$ cat src/rtl/core/gas_flow_mode_valve_pump_controller_assert.svh
// assertion macros for the gas flow mode controller
`ifndef GAS_FLOW_MODE_VALVE_PUMP_CONTROLLER_ASSERT_SVH
`define GAS_FLOW_MODE_VALVE_PUMP_CONTROLLER_ASSERT_SVH

`ifndef SYNTH
`define GFC_ASSERT_IMP(lbl, ante, cons) \
	lbl: assert property (@(posedge clk) disable iff (!arst_n) (ante) |-> (cons)) \
		else $error("gfc assertion failed");
`define GFC_ASSERT_NXT(lbl, ante, cons) \
	lbl: assert property (@(posedge clk) disable iff (!arst_n) (ante) |=> (cons)) \
		else $error("gfc assertion failed");
`else
`define GFC_ASSERT_IMP(lbl, ante, cons)
`define GFC_ASSERT_NXT(lbl, ante, cons)
`endif

`endif

$ cat src/rtl/core/gfc_pkg.sv
// types and codes shared by the gas flow mode controller
package gfc_pkg;

	localparam logic [2:0] MODE_XE_INLET  = 3'd0;
	localparam logic [2:0] MODE_AIR_INLET = 3'd1;
	localparam logic [2:0] MODE_LOOP      = 3'd2;
	localparam logic [2:0] MODE_PURGE     = 3'd3;
	localparam logic [2:0] MODE_POWERUP   = 3'd4;

	localparam logic [1:0] LVL_OFF  = 2'd0;
	localparam logic [1:0] LVL_MED  = 2'd1;
	localparam logic [1:0] LVL_FAST = 2'd2;

	localparam logic [1:0] FLOW_NONE  = 2'd0;
	localparam logic [1:0] FLOW_XENON = 2'd1;
	localparam logic [1:0] FLOW_ATMOS = 2'd2;

	localparam logic [15:0] VENT_TICKS_RESET = 16'd150;

	typedef struct packed {
		logic        xin_n;
		logic        air_n;
		logic        circ_n;
		logic        vent_n;
		logic        inlet_btn_n;
		logic        circ_btn_n;
	} gfc_poll_t;

	typedef struct packed {
		logic [2:0]  mode;
		logic        circ_on;
		logic        circ_prev;
		logic [15:0] vent_count;
		logic [1:0]  flow;
		logic        inlet_valve;
		logic        circ_valve;
		logic [1:0]  inlet_pump;
		logic [1:0]  circ_pump;
	} gfc_state_t;

endpackage

$ cat src/rtl/core/gfc_step.sv
// next-state logic for one poll tick of the gas flow mode controller
module gfc_step import gfc_pkg::*; (
	input  gfc_state_t  cur,
	input  gfc_poll_t   poll,
	input  logic [15:0] vent_ticks,
	output gfc_state_t  nxt
);

	logic [2:0] pick;
	logic       pick_ok;
	logic       inlet_pressed;
	logic       circ_pressed;
	logic       keep_circ;

	assign inlet_pressed = ~poll.inlet_btn_n;
	assign circ_pressed  = ~poll.circ_btn_n;
	assign keep_circ     = (cur.mode == MODE_LOOP) ? cur.circ_on : 1'b0;

	always_comb begin
		pick_ok = 1'b1;
		pick    = MODE_POWERUP;
		priority if (!poll.xin_n) begin
			pick = MODE_XE_INLET;
		end else if (!poll.air_n) begin
			pick = MODE_AIR_INLET;
		end else if (!poll.circ_n) begin
			pick = MODE_LOOP;
		end else if (!poll.vent_n) begin
			pick = MODE_PURGE;
		end else begin
			pick_ok = 1'b0;
		end
	end

	always_comb begin
		nxt = cur;
		if (cur.vent_count != 16'd0) begin
			// vent phase, switches and inlet button ignored; circ button sampled on the last tick
			nxt.vent_count = cur.vent_count - 16'd1;
			if (cur.vent_count == 16'd1) begin
				nxt.inlet_pump = LVL_OFF;
				nxt.circ_on    = 1'b0;
				nxt.circ_prev  = circ_pressed;
			end
		end else begin
			if (pick_ok && (pick != cur.mode)) begin
				unique case (pick)
					MODE_XE_INLET, MODE_AIR_INLET: begin
						nxt.flow        = (pick == MODE_XE_INLET) ? FLOW_XENON : FLOW_ATMOS;
						nxt.inlet_valve = (pick == MODE_XE_INLET);
						nxt.inlet_pump  = LVL_OFF;
						nxt.circ_on     = keep_circ;
						nxt.circ_valve  = keep_circ;
						nxt.circ_pump   = keep_circ ? LVL_MED : LVL_OFF;
					end
					MODE_LOOP: begin
						nxt.inlet_valve = 1'b0;
						nxt.inlet_pump  = LVL_OFF;
						nxt.circ_on     = 1'b0;
						nxt.circ_valve  = 1'b0;
						nxt.circ_pump   = LVL_OFF;
					end
					default: begin
						nxt.flow        = FLOW_NONE;
						nxt.inlet_valve = 1'b0;
						nxt.circ_valve  = 1'b1;
						nxt.circ_pump   = LVL_MED;
						nxt.inlet_pump  = LVL_FAST;
						nxt.vent_count  = (vent_ticks != 16'd0) ? vent_ticks : 16'd1;
					end
				endcase
				nxt.mode = pick;
			end
			if (nxt.vent_count == 16'd0) begin
				if (nxt.mode == MODE_AIR_INLET) begin
					nxt.inlet_pump = inlet_pressed ? LVL_MED : LVL_OFF;
				end
				// toggle on press after release
				if (circ_pressed && !cur.circ_prev && (nxt.mode != MODE_PURGE)) begin
					nxt.circ_on    = ~nxt.circ_on;
					nxt.circ_valve = nxt.circ_on;
					nxt.circ_pump  = nxt.circ_on ? LVL_MED : LVL_OFF;
				end
				nxt.circ_prev = circ_pressed;
			end
		end
	end

endmodule

$ cat src/rtl/core/gas_flow_mode_valve_pump_controller.sv
// top level of the gas flow mode, valve and pump controller
// Each request on the input channel (in_valid/in_ready) is one poll tick carrying
// the four active-low mode switches and the two active-low buttons. Every request
// yields exactly one result on the output channel (out_valid/out_ready): valve
// drives, pump levels, flow type, current mode and the vent busy flag.
// A request is captured in an input register, the next state is formed by one
// level of logic and lands in the mode state and the result register together,
// so a result passes the input register and then the result register, and one
// request is taken per cycle for as long as the receiver keeps up.
// When the receiver stalls, the result register holds and the input register
// keeps one more request; after that in_ready drops until out_ready returns.
// The vent length register is written through cfg_valid/cfg_ready/cfg_data,
// which is always ready; write it only while no request is in flight.
// Reset puts the block in start mode with valves closed, pumps off, flow type
// reset, no vent running and the vent length at 150 ticks.
`include "gas_flow_mode_valve_pump_controller_assert.svh"

module gas_flow_mode_valve_pump_controller import gfc_pkg::*; (
	input  logic        clk,
	input  logic        arst_n,
	input  logic        cfg_valid,
	output logic        cfg_ready,
	input  logic [15:0] cfg_data,
	input  logic        in_valid,
	output logic        in_ready,
	input  logic        xin_switch_n,
	input  logic        air_switch_n,
	input  logic        circ_switch_n,
	input  logic        vent_switch_n,
	input  logic        inlet_button_n,
	input  logic        circ_button_n,
	output logic        out_valid,
	input  logic        out_ready,
	output logic        inlet_valve,
	output logic        circ_valve,
	output logic [1:0]  inlet_pump_level,
	output logic [1:0]  circ_pump_level,
	output logic [1:0]  flow_kind,
	output logic [2:0]  active_mode,
	output logic        venting_busy
);

	logic [15:0] vent_ticks_q;
	gfc_poll_t   poll_s1;
	logic        valid_s1;
	logic        adv_s1;
	gfc_state_t  st_q;
	gfc_state_t  st_nxt;
	logic        out_valid_q;
	logic        inlet_valve_q;
	logic        circ_valve_q;
	logic [1:0]  inlet_pump_q;
	logic [1:0]  circ_pump_q;
	logic [1:0]  flow_q;
	logic [2:0]  mode_q;
	logic        busy_q;

	assign cfg_ready = 1'b1;
	assign adv_s1    = valid_s1 && (!out_valid_q || out_ready);
	assign in_ready  = !valid_s1 || adv_s1;

	always_ff @(posedge clk or negedge arst_n) begin
		if (!arst_n) begin
			vent_ticks_q <= VENT_TICKS_RESET;
		end else if (cfg_valid) begin
			vent_ticks_q <= cfg_data;
		end
	end

	// input register
	always_ff @(posedge clk or negedge arst_n) begin
		if (!arst_n) begin
			valid_s1 <= 1'b0;
		end else if (in_ready) begin
			valid_s1 <= in_valid;
		end
	end

	always_ff @(posedge clk) begin
		if (in_valid && in_ready) begin
			poll_s1 <= '{xin_n: xin_switch_n, air_n: air_switch_n, circ_n: circ_switch_n,
				vent_n: vent_switch_n, inlet_btn_n: inlet_button_n,
				circ_btn_n: circ_button_n};
		end
	end

	gfc_step u_step (
		.cur        (st_q),
		.poll       (poll_s1),
		.vent_ticks (vent_ticks_q),
		.nxt        (st_nxt)
	);

	always_ff @(posedge clk or negedge arst_n) begin
		if (!arst_n) begin
			st_q <= '{mode: MODE_POWERUP, circ_on: 1'b0, circ_prev: 1'b0, vent_count: 16'd0,
				flow: FLOW_NONE, inlet_valve: 1'b0, circ_valve: 1'b0,
				inlet_pump: LVL_OFF, circ_pump: LVL_OFF};
		end else if (adv_s1) begin
			st_q <= st_nxt;
		end
	end

	// result register
	always_ff @(posedge clk or negedge arst_n) begin
		if (!arst_n) begin
			out_valid_q <= 1'b0;
		end else if (adv_s1) begin
			out_valid_q <= 1'b1;
		end else if (out_ready) begin
			out_valid_q <= 1'b0;
		end
	end

	always_ff @(posedge clk) begin
		if (adv_s1) begin
			inlet_valve_q <= st_nxt.inlet_valve;
			circ_valve_q  <= st_nxt.circ_valve;
			inlet_pump_q  <= st_nxt.inlet_pump;
			circ_pump_q   <= st_nxt.circ_pump;
			flow_q        <= st_nxt.flow;
			mode_q        <= st_nxt.mode;
			busy_q        <= (st_nxt.vent_count != 16'd0);
		end
	end

	assign out_valid        = out_valid_q;
	assign inlet_valve      = inlet_valve_q;
	assign circ_valve       = circ_valve_q;
	assign inlet_pump_level = inlet_pump_q;
	assign circ_pump_level  = circ_pump_q;
	assign flow_kind        = flow_q;
	assign active_mode      = mode_q;
	assign venting_busy     = busy_q;

	`GFC_ASSERT_IMP(a_busy_drives, out_valid_q && busy_q,
		(mode_q == MODE_PURGE) && (inlet_pump_q == LVL_FAST))
	`GFC_ASSERT_IMP(a_vent_mode, st_q.vent_count != 16'd0, st_q.mode == MODE_PURGE)
	`GFC_ASSERT_IMP(a_circ_pair, 1'b1,
		(st_q.circ_valve == (st_q.circ_pump == LVL_MED)) && (st_q.circ_pump != LVL_FAST))
	`GFC_ASSERT_IMP(a_xin_flow, st_q.mode == MODE_XE_INLET, st_q.flow == FLOW_XENON)
	`GFC_ASSERT_NXT(a_s1_held, valid_s1 && !adv_s1, valid_s1)

endmodule

$ cat config.mk
export PLATFORM = sky130hd
export DESIGN_NAME = gas_flow_mode_valve_pump_controller
export DESIGN_NICKNAME = d
export VERILOG_FILES = /design/src/rtl/core/gfc_pkg.sv /design/src/rtl/core/gfc_step.sv /design/src/rtl/core/gas_flow_mode_valve_pump_controller.sv
export VERILOG_INCLUDE_DIRS = /design/src /design/src/rtl/core
export SDC_FILE = /design/constraint.sdc
export NUM_CORES = 1
export LEC_CHECK = 0
export ABC_AREA = 1
export ABC_CLOCK_PERIOD_IN_PS = 4560
export BUFFER_PORTS_ARGS = -buffer_cell sky130_fd_sc_hd__buf_4
export CAP_MARGIN = 40
export CORE_MARGIN = 5
export CORE_UTILIZATION = 45
export CTS_CLUSTER_DIAMETER = 60
export DETAILED_ROUTE_END_ITERATION = 8
export PLACE_DENSITY = 0.75
export SYNTH_ARGS = -nofsm -noshare
export SYNTH_HDL_FRONTEND = slang
export SYNTH_HIERARCHICAL = 1
export SYNTH_SLANG_ARGS = --single-unit
$ cat constraint.sdc
create_clock -name clk -period 4.56 [get_ports clk]
set_input_delay 0.912 -clock clk [delete_from_list [all_inputs] [get_ports clk]]
set_output_delay 0.912 -clock clk [all_outputs]
set_load 0.005 [all_outputs]
==> metrics.md <==
| Metric | Value |
|---|---|
| Status | `finished clean` |
| Skew final | `0.0100 ns` |
| Worst path arrival time | `2.87 ns` |
| Gr ovfl total | `0` |
| Slowest stage delay, CP | `0.61 ns` |
| Layout cells sized above 1 | `15.7%` |
| Grt met3 use | `4.32%` |
| EDFF count, synth | `18` |
| Commonest non-fill, non-tap cells in the layout | `234 x nand2_1, 54 x nor2_1, 52 x inv_1` |
| Worst-path cell chain | `nor2_1, inv_1, nor3_1, nand3_1, nor2_1, inv_1, nor2_1, a31oi_1, nor2_1, nand2_1, nor2_1, nand2_1` |
| Adder-Cell Fraction of Synth Area | `0.617%` |
| Commonest non-fill, non-tap cell in the layout | `nand2_1` |
| Xor/xnor share of the synthesized area | `approximately 1.7%` |
| Worst-skew pair later-pin latency | `0.35 ns` |
| Vias in the first global route | `3611` |
| Gr busiest metal | `met2` |
| CTS clk-pin slew, worst paths | `0.08 ns` |
| Crit-path leading delay family | `simple AND/OR/NAND/NOR gates` |
| Async S/R FF share, synth | `72.3%` |
| Total GRT Usage | `a little under a fifth` |
| Largest area contributor in the netlist | `dfrtp_1` |
| Chip height | `~100 um` |
| Compound-cell area share of the yosys netlist | `8.48%` |
| Ant. Diodes | `0` |
| Die Area | `~11000 sq um` |
| Post-synth top area share | `25.9%` |
| # setup viols final | `0` |
| Largest net degree at the start of global routing | `48` |
| Synth Area in Simple Gates | `38.0%` |
| Initial Util | `46.3%` |
| Top post-synthesis cells by area | `dfrtp_1 26%, nand2_1 22%, edfxtp_1 13%, nor2_1 5.0%, nand3_1 4.9%` |
| WS Path Type | `register to register` |
| DP Wirelength | `7070 um` |
| M2 GR Usage | `32.4%` |
| Root Buffer | `clkbuf_8` |
| # hold bufs at CTS | `0` |
| TritonCTS clock tree | `done` |
| Mean Syn Cell Area | `approximately 7 sq um` |
| Design Area, Final | `~4700 sq um` |
| DR pass1 iterations | `5` |
| First-pass GRT wire length | `approximately 17000 um` |
| Slew @ Worst Pin | `0.847 ns` |
| RSZ-0062 raised after global routing | `false` |
| Setup TNS | `0 ns` |
| Post-route ant nets | `0` |
| Slowest cell on crit path | `nor2_1` |
| Max FO, Critical Path | `11` |
| Sink Count | `65` |
| Primary FF master, synth | `dfrtp_1` |
| Via/cell ratio | `5.24` |
| Synth warn | `6` |
| WL/cell | `approximately 14 um` |
| Max cap viols | `0` |
| Worst path bufs/invs | `2` |
| Hold path start | `st_q[28]` |
| Crit. End Element | `register` |
| # port buffers | `40` |
| Relative slew margins | `43.3%` |
| Antenna violations before repair | `0` |
| Via count | `approximately 3800` |
| Netlist cell types | `36` |
| GR met1 Demand/Resource | `23.0%` |
| Max Freq | `0.363 GHz` |
| Register area share after synthesis | `between 40 and 50%` |
| Setup bufs post-CTS | `0` |
| FF+latch count, synth | `65` |
| WP data required | `4.67 ns` |
| Die width | `105 um` |
| Nets | `643` |
| Num CTS Buffers | `9` |
| CP Launch Type | `register` |
| Final hold vios | `0` |
| Fin crit period | `2.75 ns` |
| Worst Setup SP | `st_q[16]` |
| Cell leakage power | `2.34 nW` |
| Fin crit share | `approximately 60%` |
| Worst r2r src | `st_q[16]` |
| Mapped Cells | `579` |
| Core ar. | `8760 sq um` |
| Combinational family with the most area after synthesis | `simple AND/OR/NAND/NOR gates` |
| CTS Buffer Depth | `2` |
| CTS HTree Levels | `3` |
| Area Overhead vs Synth | `15.1%` |
| DRT iter0 DRCs | `around 210` |
| Worst min-delay path category | `register to register` |
| Mux contribution to synthesized area | `0%` |
| Dpl cell area | `4430 sq um` |
| Pwr Density | `approximately 580 nW/um^2` |
| Worst vdd ir | `238 uV` |
| Placer Congestion | `0.958` |
| Row Count | `34` |
| Final Max Tran Viols | `0` |
| Post_cts resized | `0` |
| CP dominant cell by count | `nor2_1` |
| Final WL | `10200 um` |
| Post-route DRC | `0` |
| Cell Area, Synth | `roughly 4000 sq um` |
| IO Count | `42` |
| Final Power | `approximately 2.7 mW` |
| Syn_nets | `608` |
layer usage:
| metal | vias up | share of wire, % |
|---|---|---|
| met5 | - | 0 |
| met4 | 0 | 2.6 |
| met3 | 30 | 6.6 |
| met2 | 141 | 48 |
| met1 | 1737 | 43 |
| li1 | 1903 | - |
Yosys cell counts (2+ instances only):
cell,instances
a31oi_1,12
nand2_2,12
o21ai_1,5
nand3_2,2
nand2_4,3
buf_6,4
clkbuf_1,3
buf_4,2
ha_1,2
nand4_1,3
nor2_2,2
nand3_1,40
inv_2,6
nand2_1,234
dfstp_2,5
dfrtp_1,42
o21ai_0,40
a21oi_2,2
buf_2,10
nor2_4,2
edfxtp_1,18
inv_1,52
o21a_1,2
nor2_1,54
nor3_1,5
xor2_1,7
registers in the layout, indices dropped and copies added (netlist names), 2 cells and up:
register,count
st_q,29
vent_ticks_q,16
poll_s1,6
active_mode,3
circ_pump_level,2
flow_kind,2
inlet_pump_level,2
cells by family (layout without fill, tap and decap cells):
logic type,count (synthesis),in the layout
compound gates,63,63
xor+xnor,8,8
fa+ha+maj,2,2
buf+inv,79,119
flops,65,65
other cells,1,1
simple gates,361,361
path summary, 6_finish.rpt:
check	depth (start not counted)	to	slack [ns]
max	12	venting_busy	1.81
min in group asynchronous	1	vent_ticks_q[11]	0.59
min	2	st_q[28]	0.47
max in group asynchronous	1	st_q[23]	3.55
max reg2reg	12	venting_busy	1.81
min reg2reg	2	st_q[28]	0.47
metrics by stage:
step	setup WS [ns]	hold WS [ns]	utilization [%]	instances
6_report	1.81	0.474	53.3	727
2_1_floorplan	2.41	0.446	-	579
3_5_place_dp	1.81	0.472	50.6	711
4_1_cts	1.81	0.481	53.3	727
3_3_place_gp	1.87	0.454	50.1	709
5_1_grt	1.41	0.491	53.3	727
power breakdown:
part / total, mW / leakage (nW) / switching [mW] / internal, mW
logic: 1.25 / 1.46 / 0.817 / 0.431
registers: 0.881 / 0.765 / 0.140 / 0.741
clock network: 0.579 / 0.114 / 0.239 / 0.341
cell type report:
type                    count  area [sq um]
well taps                 108           135
multi-input cells         435          1990
flip-flops and latches     65          1720
repair buffers             43           355
fillers                   831          4090
clock inverters             6          88.8
clock buffers              10           149
inverters                  60           229
worst min-delay path, cell delays in order, from the launching register on:
cell and delay [ns]:
dfstp_2 0.37, nand2_1 0.06, nand2_1 0.05
No activity file was read; power rests on OpenSTA's default activity.
